File: src/drmt_pkg.sv
// shared types and codes for the dirty range merge table
package drmt_pkg;

  localparam logic [1:0] OP_INSERT   = 2'd0;
  localparam logic [1:0] OP_COMPRESS = 2'd1;
  localparam logic [1:0] OP_CLEAR    = 2'd2;

  localparam logic [2:0] ST_INSERTED    = 3'd0;
  localparam logic [2:0] ST_MERGED_NEXT = 3'd1;
  localparam logic [2:0] ST_MERGED_PREV = 3'd2;
  localparam logic [2:0] ST_ZERO        = 3'd3;
  localparam logic [2:0] ST_FULL        = 3'd4;
  localparam logic [2:0] ST_ENTRY       = 3'd5;
  localparam logic [2:0] ST_EMPTY       = 3'd6;
  localparam logic [2:0] ST_CLEARED     = 3'd7;

  typedef enum logic [2:0] {
    S_IDLE,
    S_FIND,
    S_APPLY,
    S_WSTART,
    S_WALK
  } state_t;

  typedef enum logic [2:0] {
    PH_HOLD,
    PH_FIND,
    PH_NEXT,
    PH_PREV,
    PH_INS,
    PH_WALK
  } cell_phase_t;

  typedef struct packed {
    cell_phase_t phase;
    logic        pop;
    logic        push;
    logic        any_gt;
  } cell_ctrl_t;

endpackage

File: src/drmt_join.sv
// reach test and merged length of two ranges, left one first
module drmt_join
  import drmt_pkg::*;
#(
  parameter int OFFSET_BITS = 16
) (
  input  logic [OFFSET_BITS-1:0] a_off,
  input  logic [OFFSET_BITS:0]   a_len,
  input  logic [OFFSET_BITS-1:0] b_off,
  input  logic [OFFSET_BITS:0]   b_len,
  output logic                   reach,
  output logic [OFFSET_BITS:0]   len
);

  logic [OFFSET_BITS+1:0] a_end;
  logic [OFFSET_BITS+1:0] b_end;
  logic [OFFSET_BITS+1:0] a_off_x;
  logic [OFFSET_BITS+1:0] ext;

  assign a_off_x = {2'b00, a_off};
  assign a_end   = a_off_x + {1'b0, a_len};
  assign b_end   = {2'b00, b_off} + {1'b0, b_len};
  assign reach   = ({2'b00, b_off} <= a_end);
  assign ext     = (b_end > a_off_x) ? (b_end - a_off_x) : '0;
  assign len     = ({1'b0, a_len} > ext) ? a_len : ext[OFFSET_BITS:0];

endmodule

File: config.mk
export PLATFORM = sky130hd
export DESIGN_NAME = drmt_join
export DESIGN_NICKNAME = d
export VERILOG_FILES = /design/src/drmt_pkg.sv /design/src/drmt_join.sv
export SDC_FILE = /design/constraint.sdc
export NUM_CORES = 1
export LEC_CHECK = 0
export ABC_AREA = 1
export BUFFER_PORTS_ARGS = -buffer_cell sky130_fd_sc_hd__clkbuf_2
export CORE_MARGIN = 3
export CORE_UTILIZATION = 62
export DETAILED_ROUTE_END_ITERATION = 8
export PLACE_DENSITY = 0.9
export SETUP_SLACK_MARGIN = 0.4
export SLEW_MARGIN = 5
export SYNTH_ARGS = -nofsm -noshare
export SYNTH_HDL_FRONTEND = slang
export SYNTH_SLANG_ARGS = --single-unit
File: constraint.sdc
create_clock -name vclk -period 13.9
set_clock_uncertainty 0.05 [all_clocks]
set_input_delay 1.39 -clock vclk [all_inputs]
set_output_delay 1.39 -clock vclk [all_outputs]
set_load 0.02 [all_outputs]
==> run_results.csv, run 1 <==
group,metric,value,unit
synth,synth_top_cell_by_area,"ha_1",
critical_path,cpMaxStageDelayCell,"a21oi_4",
critical_path,slowest_delay,0.43,ns
routing,ant_nets,0,
die,die_y,83.9,um
synth,ys_seq_area_share,0,%
synth,synth_cells,644,
layout,fillers,529,
global_routing,first_global_vias,4042,
critical_path,crit_arrival,6.61,ns
synth,syn_area,0.00376,sq mm
layout,antenna_cells,0,
critical_path,end_kind,"primary output",
critical_path,critical_path_class,"input port to primary output",
routing,via_per_inst,5.44,
critical_path,worstPathMaxFanout,18,
cts,cts_setup_buffers,0,
routing,drt_wl_total,10500,um
die,die_area,0.00704,sq mm
critical_path,crit_path_frequent_cell,"nand2_1",
global_routing,grt_overflow_total,0,
routing,wl_per_cell,13.1,um
sta,slew_violations,0,
synth,syn_area_per_cell,5.84,sq um
cts,cts_hold_buf,0,
die,coreArea,0.00568,sq mm
layout,drive_above_1_share,15.3,%
job,cap_violations,0,
sta,min_period,8.05,ns
layout,synthToLayoutAreaGrowth,12.8,%
pwr,ir_drop,0.136,mV
synth,synth_top_cells_by_count,"189 x nand2_1, 112 x inv_1, 81 x ha_1",
synth,ys_types,33,
sta,fmax,124,MHz
sta,finalSetupViolCount,0,
routing,detail_route.iter0.violations,199,
sta,hold_viol_final,0,
place,portBuffers,84,
layout,clkbuf_count,0,
routing,firstDrtPassIters,5,
sta,post-route-period-util,57.9,%
routing,route.detailed.drc,0,
synth,synth_top_area_share,26.9,%
pwr,power.leakage,2.66,nW
die,start_util,66.3,%
place,dpl.hpwl,9340,um
hold_path,hold_start,"a_len[2]",
pwr,p_per_area,113,mW/mm^2
place,gp_congestion,0.910,
status,outcome,"finished, final reports clean",
sta,grt_setup_unrepaired,"false",
sta,max_slew_margin,61.5,%
global_routing,grt_max_degree,19,
sta,fin_ws,5.85,ns
synth,synth.area.top_cells,"ha_1 27%, nand2_1 19%, inv_1 11%, a21oi_1 7.5%, nand3_1 5.6%",
sta,max_slew.worst_pin.slew,0.571,ns
die,io_pins,84,
critical_path,critPathTopFamily,"simple AND/OR/NAND/NOR gates",
global_routing,grt_pass1_wl,17600,um
global_routing,grtUsageTotal,29.2,%
synth,yosys.cell_count.top_type,"nand2_1",
cts,cts_resized,0,
die,rows,27,
routing,num_vias,4329,
critical_path,crit_path_start_kind,"input port",
layout,nNetsFinal,876,
critical_path,crit_required,12.46,ns
critical_path,worstSetupStartpoint,"b_off[0]",
layout,regArea,0,sq um
synth,ys_warn_count,0,
die,die_w,83.9,um
critical_path,crit_buf_inv,4,
place,pre_cts_slack,5.86,ns
hold_path,hold_class,"input port to primary output",
synth,syn-num-nets,794,
global_routing,grt_antenna_before_repair,0,
layout,seq_cells,0,
sta,finalSetupTns,0,ns
-- cell families after synthesis --
| family | synth area share (%) |
|---|---|
| AO/OA/AOI/OAI | 14.3 |
| XOR/XNOR | 9.31 |
| adder cells (fa/ha/maj) | 28.5 |
| buffers and inverters | 12.0 |
| AND/OR/NAND/NOR | 35.9 |
-- power by group --
group / leakage, nW / total (mW) / switching (mW) / internal, mW
clock network: 0 / 0 / 0 / 0
registers: 0 / 0 / 0 / 0
logic: 2.66 / 0.480 / 0.307 / 0.172
-- final cells by class --
cell class | instances | area (sq um) | share of cell area [%]
inverters | 112 | 420 | 9.91
multi-input cells | 528 | 3310 | 78.1
repair buffers | 84 | 420 | 9.91
well taps | 72 | 90.1 | 2.12
-- stage by stage --
step                hold WS, ns  power [mW]  area, sq um  util, %  std cells
global route               3.14       0.541         4240     74.7        796
global placement           3.12       0.457         4240     74.7        796
detailed placement         3.12       0.474         4240     74.7        796
finish                     3.12       0.480         4240     74.7        796
floorplan                  2.92       0.363         3760        -        644
CTS                        3.13       0.476         4240     74.7        796
-- final timing paths --
| check | to | cells past startpoint |
|---|---|---|
| worst max-delay path | len[14] | 36 |
| worst min-delay path | len[2] | 4 |
-- cells in the final DEF (no fill, tap or decap), drive strengths merged, types with 2 or more instances in the layout --
| master | netlist | layout |
|---|---|---|
| nor2 | 39 | 39 |
| a21o | 6 | 6 |
| inv | 112 | 112 |
| xor2 | 20 | 20 |
| o21ai | 14 | 14 |
| nand4 | 6 | 6 |
| nand3b | 2 | 2 |
| o21bai | 4 | 4 |
| nand2 | 210 | 210 |
| nor3 | 3 | 3 |
| a21oi | 57 | 57 |
| fa | 3 | 3 |
| ha | 81 | 81 |
| nor4 | 3 | 3 |
| a211oi | 2 | 2 |
| clkbuf | 0 | 84 |
| o211ai | 3 | 3 |
| nand3 | 44 | 44 |
| xnor2 | 20 | 20 |
| o21a | 2 | 2 |
| a31oi | 4 | 4 |
-- routing by layer --
layer / share of wire (%) / track usage, %
met1: 46 / 38.8
met2: 47 / 52.9
met3: 5.1 / 0.790
met4: 1.9 / 5.41
met5: 0 / 0
Power figures use the tool's default switching activity.
==> run 2, diff against run 1 <==
--- a/config.mk
+++ b/config.mk
@@ -5,12 +5,12 @@
 export SDC_FILE = /design/constraint.sdc
 export NUM_CORES = 1
 export LEC_CHECK = 0
-export ABC_AREA = 1
+export ABC_AREA = 0
 export BUFFER_PORTS_ARGS = -buffer_cell sky130_fd_sc_hd__clkbuf_2
 export CORE_MARGIN = 3
-export CORE_UTILIZATION = 62
+export CORE_UTILIZATION = 57
 export DETAILED_ROUTE_END_ITERATION = 8
-export PLACE_DENSITY = 0.9
+export PLACE_DENSITY = 0.85
 export SETUP_SLACK_MARGIN = 0.4
 export SLEW_MARGIN = 5
 export SYNTH_ARGS = -nofsm -noshare
==> constraint.sdc (replaced) <==
create_clock -name vclk -period 8
set_clock_uncertainty 0.05 [all_clocks]
set_input_delay 0.8 -clock vclk [all_inputs]
set_output_delay 0.8 -clock vclk [all_outputs]
set_load 0.02 [all_outputs]
==> run 2 against run 1 <==
Sequential share of layout area unchanged; first-iteration DRC count rose by 20%; global-route usage fell by 1.9 points; area after synthesis down 9.9%; core utilization fell by 3.1 points; non-clock buffer count increased by 9; largest power group unchanged; die area decreased by 1.9%; worst hold slack worse by 1.2 ns; final area fell by 4.7%; sequential cell count unchanged.
==> run_results.csv, run 2 <==
group,metric,value,unit
critical_path,end_kind,"primary output",
layout,layout.cells.non_filler,611,
die,rows,27,
synth,ys_warn_count,0,
die,start_util,60.0,%
die,die_area,0.00690,sq mm
hold_path,hold_start,"a_len[2]",
routing,detail_route.iter0.violations,239,
place,dpl.hpwl,8570,um
global_routing,first_global_vias,3661,
routing,firstDrtPassIters,4,
die,die_w,83.1,um
synth,synth_cells,449,
synth,synth_top_area_share,29.9,%
routing,num_vias,3759,
synth,syn-num-nets,599,
sta,grt_setup_unrepaired,"true",
layout,layout_common_cells,"84 x clkbuf_2, 80 x ha_1, 48 x a21oi_1, 34 x nand2_1, 33 x inv_1",
pwr,p_per_area,203,mW/mm^2
critical_path,crit_path_start_kind,"input port",
critical_path,crit_required,7.15,ns
global_routing,grtUsageTotal,27.4,%
layout,synthToLayoutAreaGrowth,19.4,%
critical_path,critical_path_class,"input port to primary output",
global_routing,grt_pass1_wl,16400,um
critical_path,crit_path_frequent_cell,"a21o_1",
hold_path,holdPathStages,3,
layout,clkbuf_count,0,
routing,route.detailed.drc,0,
sta,finalSetupViolCount,0,
sta,hold_viol_final,0,
sta,post-route-period-util,91.5,%
global_routing,use_met2,50.7,%
critical_path,cpMaxStageDelayCell,"or2_2",
global_routing,busiest_layer,"met2",
place,gp_congestion,0.899,
synth,yosys.cell_count.top_type,"ha_1",
hold_path,hold_class,"input port to primary output",
critical_path,slowest_delay,0.36,ns
sta,slew_violations,0,
synth,ys_seq_area_share,0,%
synth,syn_area,0.00339,sq mm
place,portBuffers,84,
synth,synth_top_cell_by_area,"ha_1",
synth,syn_area_per_cell,7.54,sq um
status,outcome,"finished, final reports clean",
sta,max_slew.worst_pin.slew,0.675,ns
critical_path,worstSetupStartpoint,"b_off[1]",
sta,finalSetupTns,0,ns
layout,nNetsFinal,691,
critical_path,crit_arrival,6.47,ns
layout,regArea,0,sq um
cts,cts_hold_buf,0,
job,cap_violations,0,
routing,ant_nets,0,
pwr,ir_drop,0.165,mV
place,place_inst,603,
die,coreArea,0.00564,sq mm
die,io_pins,84,
synth,ys_types,63,
sta,fmax,137,MHz
synth,synth_top_cells_by_count,"81 x ha_1, 50 x a21oi_1, 34 x nand2_1",
layout,seq_cells,0,
global_routing,use_met1,35.2,%
layout,antenna_cells,0,
global_routing,grt_overflow_total,0,
sta,min_period,7.32,ns
global_routing,grt_antenna_before_repair,0,
sta,max_slew_margin,54.4,%
die,die_y,83.1,um
pwr,power.total,822,uW
routing,via_per_inst,6.15,
critical_path,worstPathMaxFanout,6,
synth,synth.area.top_cells,"ha_1 30%, a21oi_1 7.4%, a21o_1 5.1%, xnor2_1 4.9%, xor2_1 4.4%",
pwr,power.leakage,2.09,nW
routing,wl_per_cell,16.8,um
global_routing,grtUsageMet3,1.29,%
layout,final_common_cell,"clkbuf_2",
routing,drt_wl_total,10300,um
global_routing,grt_max_degree,16,
layout,drive_above_1_share,23.6,%
## run 2: what timing repair did
| action | in CTS | in global routing |
|---|---|---|
| setup endpoints to repair | 15 | 17 |
| pin swaps | 1 | 6 |
| buffers inserted | 2 | 5 |
| resized for setup | 2 | 18 |
| gates cloned | 0 | 1 |
## run 2: cells by family after synthesis
kind of cell               after synthesis  share of synthesized area [%]
adders and majority gates               84                           31.7
buffers and inverters                   37                           4.51
xor gates and xnor gates                36                           9.31
and+or+nand+nor                        133                           20.6
AOI/OAI and AO/OA                      156                           33.0
muxes                                    3                          0.887
## run 2: report_power, final
group,switching (mW),internal (mW)
Clock,0,0
Sequential,0,0
Combinational,0.485,0.338
## run 2: layout make-up
type	instances	area, sq um
repair buffers	93	495
multi-input cells	413	3330
inverters	33	124
well taps	72	90.1
fillers	462	1600
## run 2: routing by layer
layer	share of wire, %	vias to the layer above
met4	2.4	0
met2	50	129
li1	-	1875
met3	4.9	23
met1	43	1732
met5	0	-
## run 2: critical path: cells and delay by family
family / cells / cell delay, ns
xor+xnor: 1 / 0.16
fa+ha+maj: 3 / 0.90
buf+inv: 3 / 0.50
simple gates: 7 / 1.45
compound gates: 15 / 2.66
## run 2: worst paths after layout
check,end,slack (ns)
setup / recovery,len[7],0.68
hold / removal,len[2],1.93
## run 2: per-stage QoR
step / util [%] / hold slack [ns] / worst slack (ns) / area [sq um]
floorplan: - / 1.75 / 0.781 / 3390
global placement: 68.8 / 1.94 / 0.336 / 3880
detailed placement: 68.8 / 1.93 / 0.0104 / 3880
CTS: 69.2 / 1.93 / 0.408 / 3910
global route: 71.7 / 1.96 / 0.243 / 4040
finish: 71.7 / 1.93 / 0.679 / 4040
