## src/drmt_pkg.sv

```systemverilog
// shared types and codes for the dirty range merge table
package drmt_pkg;

  localparam logic [1:0] OP_INSERT   = 2'd0;
  localparam logic [1:0] OP_COMPRESS = 2'd1;
  localparam logic [1:0] OP_CLEAR    = 2'd2;

  localparam logic [2:0] ST_INSERTED    = 3'd0;
  localparam logic [2:0] ST_MERGED_NEXT = 3'd1;
  localparam logic [2:0] ST_MERGED_PREV = 3'd2;
  localparam logic [2:0] ST_ZERO        = 3'd3;
  localparam logic [2:0] ST_FULL        = 3'd4;
  localparam logic [2:0] ST_ENTRY       = 3'd5;
  localparam logic [2:0] ST_EMPTY       = 3'd6;
  localparam logic [2:0] ST_CLEARED     = 3'd7;

  typedef enum logic [2:0] {
    S_IDLE,
    S_FIND,
    S_APPLY,
    S_WSTART,
    S_WALK
  } state_t;

  typedef enum logic [2:0] {
    PH_HOLD,
    PH_FIND,
    PH_NEXT,
    PH_PREV,
    PH_INS,
    PH_WALK
  } cell_phase_t;

  typedef struct packed {
    cell_phase_t phase;
    logic        pop;
    logic        push;
    logic        any_gt;
  } cell_ctrl_t;

endpackage

```

## src/drmt_join.sv

```systemverilog
// reach test and merged length of two ranges, left one first
module drmt_join
  import drmt_pkg::*;
#(
  parameter int OFFSET_BITS = 16
) (
  input  logic [OFFSET_BITS-1:0] a_off,
  input  logic [OFFSET_BITS:0]   a_len,
  input  logic [OFFSET_BITS-1:0] b_off,
  input  logic [OFFSET_BITS:0]   b_len,
  output logic                   reach,
  output logic [OFFSET_BITS:0]   len
);

  logic [OFFSET_BITS+1:0] a_end;
  logic [OFFSET_BITS+1:0] b_end;
  logic [OFFSET_BITS+1:0] a_off_x;
  logic [OFFSET_BITS+1:0] ext;

  assign a_off_x = {2'b00, a_off};
  assign a_end   = a_off_x + {1'b0, a_len};
  assign b_end   = {2'b00, b_off} + {1'b0, b_len};
  assign reach   = ({2'b00, b_off} <= a_end);
  assign ext     = (b_end > a_off_x) ? (b_end - a_off_x) : '0;
  assign len     = ({1'b0, a_len} > ext) ? a_len : ext[OFFSET_BITS:0];

endmodule

```

## src/drmt_cell.sv

```systemverilog
// one table slot of the sorted range chain
module drmt_cell
  import drmt_pkg::*;
#(
  parameter int OFFSET_BITS = 16,
  parameter int CW          = 6,
  parameter int IDX         = 0
) (
  input  logic                   clk,
  input  logic                   rst_n,
  input  cell_ctrl_t             ctrl,
  input  logic [CW-1:0]          count,
  input  logic [CW-1:0]          wpos,
  input  logic [OFFSET_BITS-1:0] d_off,
  input  logic [OFFSET_BITS:0]   d_len,
  input  logic [OFFSET_BITS-1:0] push_off,
  input  logic [OFFSET_BITS:0]   push_len,
  input  logic [OFFSET_BITS-1:0] left_off,
  input  logic [OFFSET_BITS:0]   left_len,
  input  logic                   left_gt,
  input  logic [OFFSET_BITS-1:0] right_off,
  input  logic [OFFSET_BITS:0]   right_len,
  input  logic                   right_gt,
  input  logic                   right_valid,
  output logic [OFFSET_BITS-1:0] off,
  output logic [OFFSET_BITS:0]   len,
  output logic                   gt_now,
  output logic                   valid,
  output logic                   gt_flag,
  output logic                   hit_next,
  output logic                   hit_prev
);

  localparam logic [CW-1:0] IDX_C = CW'(IDX);

  logic [OFFSET_BITS-1:0] off_r, off_nxt;
  logic [OFFSET_BITS:0]   len_r, len_nxt;
  logic gt_r, gt_nxt, pos_r, pos_nxt, prev_r, prev_nxt;
  logic hn_r, hn_nxt, hp_r, hp_nxt;
  logic is_pos, is_prev, rn, rp;
  logic [OFFSET_BITS:0] ln, lp;

  drmt_join #(.OFFSET_BITS(OFFSET_BITS)) u_jn (
    .a_off(d_off), .a_len(d_len), .b_off(off_r), .b_len(len_r), .reach(rn), .len(ln)
  );
  drmt_join #(.OFFSET_BITS(OFFSET_BITS)) u_jp (
    .a_off(off_r), .a_len(len_r), .b_off(d_off), .b_len(d_len), .reach(rp), .len(lp)
  );

  assign valid   = (IDX_C < count);
  assign gt_now  = valid && (off_r > d_off);
  assign is_pos  = gt_now && !left_gt;
  assign is_prev = valid && !gt_now && (!right_valid || right_gt);

  always_comb begin
    off_nxt  = off_r;
    len_nxt  = len_r;
    gt_nxt   = gt_r;
    pos_nxt  = pos_r;
    prev_nxt = prev_r;
    hn_nxt   = hn_r;
    hp_nxt   = hp_r;
    unique case (ctrl.phase)
      PH_FIND: begin
        gt_nxt   = gt_now;
        pos_nxt  = is_pos;
        prev_nxt = is_prev;
        hn_nxt   = is_pos && rn;
        hp_nxt   = is_prev && rp;
      end
      PH_NEXT: begin
        if (pos_r) begin
          off_nxt = d_off;
          len_nxt = ln;
        end
      end
      PH_PREV: begin
        if (prev_r) len_nxt = lp;
      end
      PH_INS: begin
        if (pos_r || (!ctrl.any_gt && IDX_C == count)) begin
          off_nxt = d_off;
          len_nxt = d_len;
        end else if ((gt_r && !pos_r) || (ctrl.any_gt && IDX_C == count)) begin
          off_nxt = left_off;
          len_nxt = left_len;
        end
      end
      PH_WALK: begin
        if (ctrl.push && IDX_C == wpos) begin
          off_nxt = push_off;
          len_nxt = push_len;
        end else if (ctrl.pop) begin
          off_nxt = right_off;
          len_nxt = right_len;
        end
      end
      default: ;
    endcase
  end

  always_ff @(posedge clk) begin
    off_r <= off_nxt;
    len_r <= len_nxt;
    if (!rst_n) begin
      gt_r   <= 1'b0;
      pos_r  <= 1'b0;
      prev_r <= 1'b0;
      hn_r   <= 1'b0;
      hp_r   <= 1'b0;
    end else begin
      gt_r   <= gt_nxt;
      pos_r  <= pos_nxt;
      prev_r <= prev_nxt;
      hn_r   <= hn_nxt;
      hp_r   <= hp_nxt;
    end
  end

  assign off      = off_r;
  assign len      = len_r;
  assign gt_flag  = gt_r;
  assign hit_next = hn_r;
  assign hit_prev = hp_r;

endmodule

```

## config.mk

```make
export PLATFORM = sky130hd
export DESIGN_NAME = drmt_cell
export DESIGN_NICKNAME = d
export VERILOG_FILES = /design/src/drmt_pkg.sv /design/src/drmt_join.sv /design/src/drmt_cell.sv
export SDC_FILE = /design/constraint.sdc
export NUM_CORES = 1
export LEC_CHECK = 0
export BUFFER_PORTS_ARGS = -buffer_cell sky130_fd_sc_hd__buf_4
export CAP_MARGIN = 5
export CELL_PAD_IN_SITES_DETAIL_PLACEMENT = 1
export CELL_PAD_IN_SITES_GLOBAL_PLACEMENT = 2
export CORE_MARGIN = 8
export CORE_UTILIZATION = 28
export DETAILED_ROUTE_END_ITERATION = 7
export PLACE_DENSITY = 0.9
export SKIP_CTS_REPAIR_TIMING = 1
export SKIP_LAST_GASP = 1
export SLEW_MARGIN = 40
export SYNTH_ARGS = -nofsm -noshare
export SYNTH_HDL_FRONTEND = slang
export SYNTH_SLANG_ARGS = --single-unit
```

## constraint.sdc

```tcl
create_clock -name clk -period 7 [get_ports clk]
set_clock_uncertainty 0.1 [all_clocks]
set_input_delay 1.4 -clock clk [delete_from_list [all_inputs] [get_ports clk]]
set_output_delay 1.4 -clock clk [all_outputs]
set_load 0.1 [all_outputs]
```

==> metrics.md, run 1 <==
| Metric | Value |
|---|---|
| Status | `finished clean` |
| Syn_nets | `1173` |
| Avg Cell Area, Syn | `between 7 and 8 sq um` |
| CTS max path bufs | `2` |
| Clock transition at path regs | `roughly 0.070 ns` |
| Initial DRT Pass Iterations | `5` |
| Die height | `174 um` |
| Final nets | `1368` |
| Die X-Extent | `approximately 170 um` |
| Tmin final | `6.71 ns` |
| First-pass GRT wire length | `48700 um` |
| Async S/R FF share, synth | `0` |
| Post-synth top area cell | `ha_1` |
| Synthesis Warnings | `0` |
| Via count | `7909` |
| Top post-synthesis cells by area | `ha_1 (20%), edfxtp_1 (14%), a21oi_1 (7.0%)` |
| Gr usage total | `0.203` |
| VDD IR max | `232 uV` |
| Max FO, Critical Path | `21` |
| Core ar. | `24900 sq um` |
| CP peak stage delay | `0.41 ns` |
| Initial antenna violation count | `0` |
| Post-synthesis sequential area ratio | `0.155` |
| Post-synth top flop | `edfxtp_1` |
| Max_cap viols | `0` |
| Count leader, synth | `ha_1` |
| EDFF count, synth | `33` |
| Wirelength, routed | `approximately 32000 um` |
| Largest net degree at the start of global routing | `34` |
| Synthesized flop and latch total | `38` |
| TritonCTS clock tree | `built` |
| Post-synth top cells | `ha_1 (114), a21oi_1 (98), nand2_1 (96), inv_1 (64), nor2_1 (53)` |
| Hold WS | `between 0.3 and 0.4 ns` |
| PwrDens | `between 400 and 500 nW/um^2` |
| N_diodes | `0` |
| Worst Setup Slack, final | `about 0.29 ns` |
| Slew Viols, Final | `0` |
| I/O Pins | `193` |
| Placer Congestion | `0.890` |
| # rows | `between 50 and 60` |
| Worst Tran Pin Value | `0.843 ns` |
| Setup crit start kind | `input port` |
| Arr. time, crit path | `around 6.6 ns` |
| Effective utilization at floorplan | `0.282` |
| Synth-to-layout area growth | `30.7%` |
| Synth Cell Area | `7030 sq um` |
| HPWL Detailed | `27400 um` |
| Clk sinks | `38` |
| H-tree levels | `2` |
| Grt ovf | `0` |
| Req. time, crit path | `6.90 ns` |
| DRT antenna net count | `0` |
| Setup WS pre-CTS | `0.0637 ns` |
| Hold Crit Class | `reg -> reg` |
| LEAKAGE | `4.38 nW` |
| Root Driver | `clkbuf_16` |
| DR DRC count | `0` |
| Setup CP Type | `in -> reg` |
| Crit-path slowest cell | `fa_1` |
| Die area | `about 30000 sq um` |
| Clock Latency Late Sink | `just under 0.3 ns` |
| Routed length per instance | `approximately 23 um` |
| Max Clk Rate | `149 MHz` |
| Vias in the first global route | `8429` |
| DP Cell Count | `1418` |
| Buffers on Ports | `~190` |
| Setup TNS | `0 ns` |
| Setup crit end kind | `flop` |
| Period utilisation layout | `0.959` |
| Placed cell area | `roughly 9000 sq um` |
| Synth top area share | `0.203` |
| Endpoints failing hold | `0` |
| Layout cell share with drive strength beyond 1 | `0.222` |
| Via density | `5.55` |
| Cells after Synth | `900` |
| Slew Limit Headroom | `0.435` |
| Finish-stage setup viols | `0` |
| Total CTS buffers | `5` |
| Final instance area | `approximately 9200 sq um` |
| Cell Count, Final, Fillers Out | `1426` |
| DRT iter0 DRCs | `roughly 490` |
| Synth cell types | `roughly 70` |
area by class of cell:
type | instances | area, sq um
inverters | 64 | 240
fillers | 3037 | 15700
clock buffers | 5 | 125
well taps | 330 | 413
clock inverters | 3 | 63.8
repair buffers | 214 | 1630
multi-input cells | 772 | 5620
flip-flops and latches | 38 | 1090
power breakdown:
part	internal, W	switching [W]	leakage [nW]	total (W)
logic	0.00136	0.00213	3.94	0.00349
registers	0.000362	0.0000849	0.350	0.000447
clock network	0.000203	0.000103	0.0915	0.000306
total	0.00192	0.00232	4.38	0.00424
worst paths after layout:
| path | endpoint | start | slack [ns] | cells past startpoint |
|---|---|---|---|---|
| hold reg to reg | hit_next | hit_next | 0.38 | 2 |
| setup reg to reg | len[15] | off[1] | 0.45 | 29 |
| setup / recovery | len[14] | d_off[0] | 0.29 | 30 |
| hold / removal | hit_next | hit_next | 0.38 | 2 |
metal layers:
metal  track usage  routed length, um  vias to the layer above
met5             0                  0                        -
met4        0.0616                860                        0
met3        0.0388               1960                       52
met2         0.363              16000                      240
met1         0.242              13400                     3861
li1              -                  -                     3756
critical path: cells and delay by family:
kind,cells,cell delay [ns]
AOI/OAI and AO/OA,13,2.27
xor gates and xnor gates,1,0.17
adders and majority gates,4,1.28
and+or+nand+nor,8,0.93
buffers and inverters,4,0.55
kinds of logic (layout without fill, tap and decap cells):
kind of cell / after synthesis / in the layout / synth area share
buffers and inverters: 90 / 286 / 0.0500
muxes: 29 / 29 / 0.0413
DFF: 38 / 38 / 0.155
xor gates and xnor gates: 51 / 51 / 0.0636
adders and majority gates: 118 / 118 / 0.214
AOI/OAI and AO/OA: 296 / 296 / 0.283
and+or+nand+nor: 278 / 278 / 0.192
state kept, by name (all words and copies together) (netlist names):
register	flops
off	16
prev_r	1
hit_next	1
hit_prev	1
gt_flag	1
len	17
pos_r	1
through the flow:
step                 util  total power, W
CTS                 0.368         0.00420
global route        0.369         0.00456
finish              0.369         0.00424
detailed placement  0.361         0.00386
floorplan               -         0.00293
global placement    0.360         0.00379
cells in the final DEF (no fill, tap or decap), types with 5 or more instances in the layout:
cell type,n
nor2b_1,16
xor2_1,12
o31ai_1,5
inv_1,64
nor2_1,50
o21ai_1,5
edfxtp_1,33
or3_1,8
nand2_1,95
buf_4,212
a21boi_0,5
a21o_1,24
and2_1,8
nand3_1,30
o21ai_0,31
nor3_1,15
nand4_1,15
and4_1,5
ha_1,113
o21bai_1,9
xnor2_1,39
nand2b_1,10
dfxtp_1,5
a21oi_1,97
a221o_1,16
a211oi_1,8
clkbuf_16,5
mux2i_1,29
and3_1,8
o22ai_1,19
o21a_1,17
o211ai_1,19
Note: power is estimated with default switching activity, not from simulation.
==> inputs of run 2 (changes only) <==
--- a/config.mk
+++ b/config.mk
@@ -13,6 +13,7 @@
 export CORE_UTILIZATION = 28
 export DETAILED_ROUTE_END_ITERATION = 7
 export PLACE_DENSITY = 0.9
+export SETUP_SLACK_MARGIN = 0.4
 export SKIP_CTS_REPAIR_TIMING = 1
 export SKIP_LAST_GASP = 1
 export SLEW_MARGIN = 40
==> run 2 against run 1 <==
Die area stayed put. First-iteration DRC count is 3.7% higher. Non-clock buffer count is 28 higher. Combinational power is 8.0% higher. Design area is 4.9% higher. Global-route usage is 0.48 points higher. Utilization is 1.8 points higher. Wire length is 4.5% higher. Maximum frequency is 3.3% higher. Worst setup slack better by 0.22 ns. Register-to-register slack better by 0.18 ns.
==> metrics.md, run 2 (synthesis results as in run 1) <==
| Metric | Value |
|---|---|
| Most frequent cells in the layout | `buf_4 (235), ha_1 (109), nand2_1 (94)` |
| Hold path cells | `2 (unchanged)` |
| PwrDens | `461 nW/um^2 (-0.11%)` |
| Max FO, Critical Path | `8 (-62%)` |
| Pwr Total | `0.00444 W (+4.8%)` |
| Core ar. | `24900 sq um (unchanged)` |
| Via count | `8241 (+4.2%)` |
| Reg-to-reg startpoint | `off[1]` |
| Depth of the most critical reg-to-reg path | `26 (-10%)` |
| Effective utilization at floorplan | `0.282 (unchanged)` |
| Max Clk Rate | `154 MHz (+3.3%)` |
| Die height | `174 um (unchanged)` |
| Slew Limit Headroom | `0.468 (+0.0332)` |
| Finish-stage setup viols | `0 (unchanged)` |
| DRT antenna net count | `0 (unchanged)` |
| Final nets | `1396 (+2.0%)` |
| Endpoints failing hold | `0 (unchanged)` |
| Met3 global-route usage | `0.0282 (-0.0106)` |
| H-tree levels | `2 (unchanged)` |
| DR DRC count | `0 (unchanged)` |
| Initial DRT Pass Iterations | `5 (unchanged)` |
| Placer Congestion | `0.960 (+7.9%)` |
| Setup crit start kind | `input port` |
| Setup TNS | `0 ns (unchanged)` |
| Buffers on Ports | `192 (unchanged)` |
| Synth-to-layout area growth | `37.1%` |
| Hold Crit Class | `reg -> reg` |
| Grt met2 use | `0.374 (+0.0113)` |
| Max_cap viols | `0 (unchanged)` |
| Worst reg2reg path endpoint | `len[3]` |
| N_diodes | `0 (unchanged)` |
| Clock transition at path regs | `0.07 ns (about the same)` |
| CTS max path bufs | `2 (unchanged)` |
| Arr. time, crit path | `6.40 ns (-0.21 ns)` |
| R2r setup slk | `0.63 ns (+0.18 ns)` |
| Multi-input logic area | `5850 sq um (+4.1%)` |
| Status | `finished clean` |
| Vias in the first global route | `8604 (+2.1%)` |
| Met1 Resource Use GR | `0.256 (+0.0143)` |
| I/O Pins | `193 (unchanged)` |
| LEAKAGE | `4.55 nW (+3.8%)` |
| Hold WS | `0.384 ns (+0.000219 ns)` |
| FF/Latch Area | `1090 sq um (unchanged)` |
| # rows | `58 (unchanged)` |
| Tmin final | `6.50 ns (-0.216 ns)` |
| Total CTS buffers | `5 (unchanged)` |
| Req. time, crit path | `6.90 ns (about the same)` |
| Die X-Extent | `174 um (unchanged)` |
| Clock Latency Late Sink | `0.29 ns (about the same)` |
| VDD IR max | `181 uV (-22%)` |
| RSZ-0062 raised after global routing | `false` |
| Setup CP Type | `in -> reg` |
| FILL cells | `3000 (-1.2%)` |
| HPWL Detailed | `27900 um (+1.9%)` |
| Die area | `30400 sq um (unchanged)` |
| Grt ovf | `0 (unchanged)` |
| Commonest non-fill, non-tap cell in the layout | `buf_4` |
| Gr usage total | `0.208 (+0.00485)` |
| Period utilisation layout | `0.928 (-0.0309)` |
| Hold Path End | `hit_next` |
| Wirelength, routed | `33700 um (+4.5%)` |
| Root Driver | `clkbuf_16` |
| Via density | `5.67 (+2.3%)` |
| Setup crit end kind | `flop` |
| Min-Delay Startpoint | `hit_next` |
| Layout cell share with drive strength beyond 1 | `0.278 (+0.0561)` |
| Initial antenna violation count | `0 (unchanged)` |
| Largest net degree at the start of global routing | `34 (unchanged)` |
| Clk sinks | `38 (unchanged)` |
| Routed length per instance | `23.2 um (+2.6%)` |
| Worst Tran Pin Value | `0.793 ns (-0.0495 ns)` |
| DRT iter0 DRCs | `509 (+3.7%)` |
| Slew Viols, Final | `0 (unchanged)` |
| TritonCTS clock tree | `built` |
| Largest register FFs | `17 (unchanged)` |
| First-pass GRT wire length | `50200 um (+3.0%)` |
| GRT Max-Usage Layer | `met2` |
run 2: metrics by stage:
| step | area [sq um] | util | worst slack (ns) | cells |
|---|---|---|---|---|
| final | 9630 | 0.387 | 0.502 | 1453 |
| after CTS | 9160 | 0.368 | 0.219 | 1431 |
| after global placement | 9020 | 0.362 | 0.130 | 1424 |
| after global routing | 9630 | 0.387 | 0.336 | 1453 |
| after floorplan | 7040 | - | 0.403 | 900 |
| after detailed placement | 9030 | 0.363 | -0.0757 | 1424 |
run 2: layout make-up:
type / count / area share
Clock buffer: 5 / 0.0130
Clock inverter: 2 / 0.00104
Inverter: 64 / 0.0249
Multi-Input combinational cell: 772 / 0.608
Sequential cell: 38 / 0.113
Tap cell: 330 / 0.0429
Timing Repair Buffer: 242 / 0.197
run 2: worst max-delay path by stage:
stage | startpoint | to | slack [ns] | cells past startpoint
3_5_place_dp | d_off[0] | len[14] | -0.08 | 30
3_3_place_gp | d_off[0] | len[7] | 0.13 | 30
6_report | d_off[1] | len[14] | 0.50 | 28
2_1_floorplan | off[0] | len[10] | 0.40 | 29
5_1_grt | d_off[1] | len[14] | 0.34 | 28
4_1_cts | d_off[0] | len[3] | 0.22 | 30
run 2: worst max-delay path, stage by stage:
cell and delay (ns):
buf_4 0.14, inv_1 0.18, fa_2 0.28, nor2b_2 0.05, o31a_1 0.29, o21a_1 0.23
a21oi_4 0.19, nor2b_2 0.07, a41oi_2 0.17, xnor2_1 0.16, ha_2 0.35, buf_4 0.16
a211oi_1 0.29, a21oi_1 0.14, nor2_1 0.14, o41ai_2 0.12, xor2_1 0.26, nand2_1 0.12
ha_1 0.31, and4_1 0.18, nand3_1 0.10, nor4_2 0.27, nor3_1 0.08, o21ai_1 0.16
buf_4 0.16, o21ai_2 0.06, nor2_4 0.17, clkbuf_16 0.19
run 2: metal layers:
| layer | share of wire | up-vias | routed length [um] |
|---|---|---|---|
| met3 | 0.055 | 55 | 1850 |
| met4 | 0.022 | 0 | 755 |
| li1 | - | 3818 | - |
| met2 | 0.51 | 251 | 17100 |
| met1 | 0.42 | 4117 | 14000 |
| met5 | 0 | - | 0 |
run 2: power by group:
part | switching, W | leakage [nW] | internal (W) | total, W
Clock | 0.000102 | 0.0694 | 0.000129 | 0.000231
Sequential | 0.0000801 | 0.350 | 0.000362 | 0.000442
Combinational | 0.00228 | 4.13 | 0.00149 | 0.00377
Total | 0.00246 | 4.55 | 0.00198 | 0.00444
==> inputs of run 3 (changes only) <==
--- a/config.mk
+++ b/config.mk
@@ -9,10 +9,10 @@
 export CAP_MARGIN = 5
 export CELL_PAD_IN_SITES_DETAIL_PLACEMENT = 1
 export CELL_PAD_IN_SITES_GLOBAL_PLACEMENT = 2
-export CORE_MARGIN = 8
-export CORE_UTILIZATION = 28
+export CORE_MARGIN = 2
+export CORE_UTILIZATION = 31
 export DETAILED_ROUTE_END_ITERATION = 7
-export PLACE_DENSITY = 0.9
+export PLACE_DENSITY = 0.93
 export SETUP_SLACK_MARGIN = 0.4
 export SKIP_CTS_REPAIR_TIMING = 1
 export SKIP_LAST_GASP = 1
==> constraint.sdc (replaced) <==
create_clock -name clk -period 6.6 [get_ports clk]
set_clock_uncertainty 0.1 [all_clocks]
set_input_delay 1.32 -clock clk [delete_from_list [all_inputs] [get_ports clk]]
set_output_delay 1.32 -clock clk [all_outputs]
set_load 0.1 [all_outputs]
==> run 3 against run 2 <==
Global-route usage grew 5.4 points. Flip-flop and latch count unchanged. Power increased by 30%. Worst setup slack worse by 0.17 ns. Register-to-register slack worse by 0.22 ns. Count of clock-buffer cells in the layout did not move. Design area is 6.7% higher. Worst hold slack worse by 0.00053 ns. Critical path depth increased by 1. Largest cell class unchanged.
==> metrics.md, run 3 (synthesis results as in run 1) <==
| Metric | Value |
|---|---|
| Pwr Total | `0.00576 W (+30%)` |
| LEAKAGE | `4.81 nW (+5.9%)` |
| Die area | `23900 sq um (-21%)` |
| Commonest non-fill, non-tap cell in the layout | `buf_4` |
| Buffers on Ports | `192 (unchanged)` |
| Largest net degree at the start of global routing | `34 (unchanged)` |
| First-pass GRT wire length | `48000 um (-4.4%)` |
| CP Buf/Inv Count | `3 (-2)` |
| TritonCTS clock tree | `built` |
| Max Clk Rate | `159 MHz` |
| Setup TNS | `0 ns (unchanged)` |
| Vias in the first global route | `8270 (-3.9%)` |
| # rows | `55 (-5.2%)` |
| Period utilisation layout | `0.950` |
| Synth-to-layout area growth | `46.3%` |
| Largest register FFs | `17 (unchanged)` |
| Via density | `5.80 (+2.2%)` |
| Reg-to-reg startpoint | `len[1]` |
| Tmin final | `6.27 ns` |
| Combinational Power Share | `0.859 (+0.011)` |
| Hold Crit Class | `reg -> reg` |
| Switching Share | `0.525 (-0.0296)` |
| Hold Path End | `hit_prev` |
| Layout cell share with drive strength beyond 1 | `0.343 (+0.0655)` |
| DR DRC count | `0 (unchanged)` |
| CP peak stage delay | `0.39 ns (+0.04 ns)` |
| Clock transition at path regs | `0.07 ns (about the same)` |
| Clock Latency Late Sink | `0.30 ns (about the same)` |
| Setup WS pre-CTS | `-0.157 ns (-0.0811 ns)` |
| Placer Congestion | `0.958 (-0.25%)` |
| VDD IR max | `269 uV (+49%)` |
| Setup CP Type | `in -> reg` |
| Worst Setup Slack, final | `0.329 ns (-0.173 ns)` |
| Min-Delay Startpoint | `hit_prev` |
| Met1 Resource Use GR | `0.343 (+0.0870)` |
| Crit-path slowest cell | `ha_1` |
| Die X-Extent | `155 um (-11%)` |
| Hold path cells | `2 (unchanged)` |
| Initial DRT Pass Iterations | `5 (unchanged)` |
| Clock share of power | `0.059 (+0.007)` |
| Max_cap viols | `0 (unchanged)` |
| I/O Pins | `193 (unchanged)` |
| Endpoints failing hold | `0 (unchanged)` |
| Finish-stage setup viols | `0 (unchanged)` |
| DRT antenna net count | `0 (unchanged)` |
| Wirelength, routed | `34200 um (+1.6%)` |
| Gr usage total | `0.262 (+0.0537)` |
| Met3 global-route usage | `0.0403 (+0.0121)` |
| Slew Viols, Final | `0 (unchanged)` |
| Die height | `155 um (-11%)` |
| Delay-heaviest family, CP | `compound AO/OA/AOI/OAI gates` |
| Final nets | `1434 (+2.7%)` |
| Grt ovf | `0 (unchanged)` |
| Arr. time, crit path | `6.20 ns (-0.20 ns)` |
| PwrDens | `560 nW/um^2 (+21%)` |
| CTS max path bufs | `2 (unchanged)` |
| Most frequent cells in the layout | `buf_4 (266), ha_1 (98), a21oi_1 (85), nand2_1 (85), inv_1 (61)` |
| Slew Limit Headroom | `0.441 (-0.0270)` |
| Max FO, Critical Path | `8 (unchanged)` |
| R2r setup slk | `0.41 ns (-0.22 ns)` |
| Total net switching power | `0.00302 W (+23%)` |
| Total CTS buffers | `5 (unchanged)` |
| Effective utilization at floorplan | `0.313 (+0.0309)` |
| RSZ-0062 raised after global routing | `true` |
| Initial antenna violation count | `1 (+1)` |
| Setup crit start kind | `input port` |
| Via count | `8396 (+1.9%)` |
| Status | `finished clean` |
| Req. time, crit path | `6.53 ns (-0.37 ns)` |
| Sequential Power Share | `0.082 (-0.018)` |
| HPWL Detailed | `27100 um (-2.7%)` |
| Clk sinks | `38 (unchanged)` |
| GRT Max-Usage Layer | `met2` |
| Worst reg2reg path endpoint | `len[16]` |
| Depth of the most critical reg-to-reg path | `30 (+15%)` |
| Final Util | `0.458 (+0.0711)` |
| Cell Count, Final, Fillers Out | `1448 (-0.34%)` |
| Worst Tran Pin Value | `0.833 ns (+0.0403 ns)` |
| Grt met2 use | `0.447 (+0.0734)` |
| H-tree levels | `2 (unchanged)` |
| Routed length per instance | `23.6 um (+1.9%)` |
| Internal power | `0.00274 W (+38%)` |
| DP Cell Count | `1405 (-1.3%)` |
| DRT iter0 DRCs | `506 (-0.59%)` |
| Setup crit end kind | `flop` |
| Root Driver | `clkbuf_16` |
| Core ar. | `22400 sq um (-9.9%)` |
## run 3: cell count changes in the layout (fill, tap and decap cells not counted), moves of 6 or more
cell	before	now
buf_4	235	266
buf_6	2	8
ha_1	109	98
ha_4	2	9
nand2_1	94	85
nand3_1	27	20
## run 3: through the flow
step / hold WS, ns / area [sq um]
global placement: 0.362 / 9250
global route: 0.421 / 10300
detailed placement: 0.369 / 9260
finish: 0.383 / 10300
floorplan: 0.371 / 7150
CTS: 0.379 / 9450
## run 3: final cells by class
class | count | area (sq um)
Tap cell | 285 | 357
Clock buffer | 5 | 125
Multi-Input combinational cell | 773 | 6200
Clock inverter | 3 | 68.8
Fill cell | 2700 | 12200
Sequential cell | 38 | 1090
Inverter | 64 | 246
Timing Repair Buffer | 279 | 2180
Antenna cell | 1 | 2.50
## run 3: metal layers
metal  vias to the layer above  share of wire  wire (um)
met4                         0          0.032       1080
met3                        65          0.069       2360
li1                       3886              -          -
met1                      4139           0.41      14000
met5                         -              0          0
met2                       306           0.49      16800
## run 3: worst reg2reg max path: cells and delay by family (launching register included)
kind                       cells  cell delay, ns
xor gates and xnor gates       1            0.13
AOI/OAI and AO/OA             12            2.57
adders and majority gates      3            0.95
buffers and inverters          6            0.94
and+or+nand+nor                8            0.77
DFF                            1            0.49
## run 3: power groups by stage
stage / Clock (W) / Combinational (W) / Sequential, W
after global placement: 0 / 0.00386 / 0.000467
after global routing: 0.000345 / 0.00524 / 0.000474
after detailed placement: 0 / 0.00396 / 0.000469
final: 0.000339 / 0.00495 / 0.000472
after floorplan: 0 / 0.00243 / 0.000798
after CTS: 0.000339 / 0.00399 / 0.000463
## run 3: how the worst max path moves through the flow
stage | start | end | slack (ns) | cells after the start
2_1_floorplan | off[0] | len[10] | 0.25 | 30
3_3_place_gp | d_off[0] | len[1] | -0.12 | 28
3_5_place_dp | d_off[0] | len[0] | -0.16 | 28
4_1_cts | d_off[0] | len[10] | 0.13 | 28
5_1_grt | d_len[1] | len[7] | 0.18 | 29
6_report | d_off[2] | len[0] | 0.33 | 29
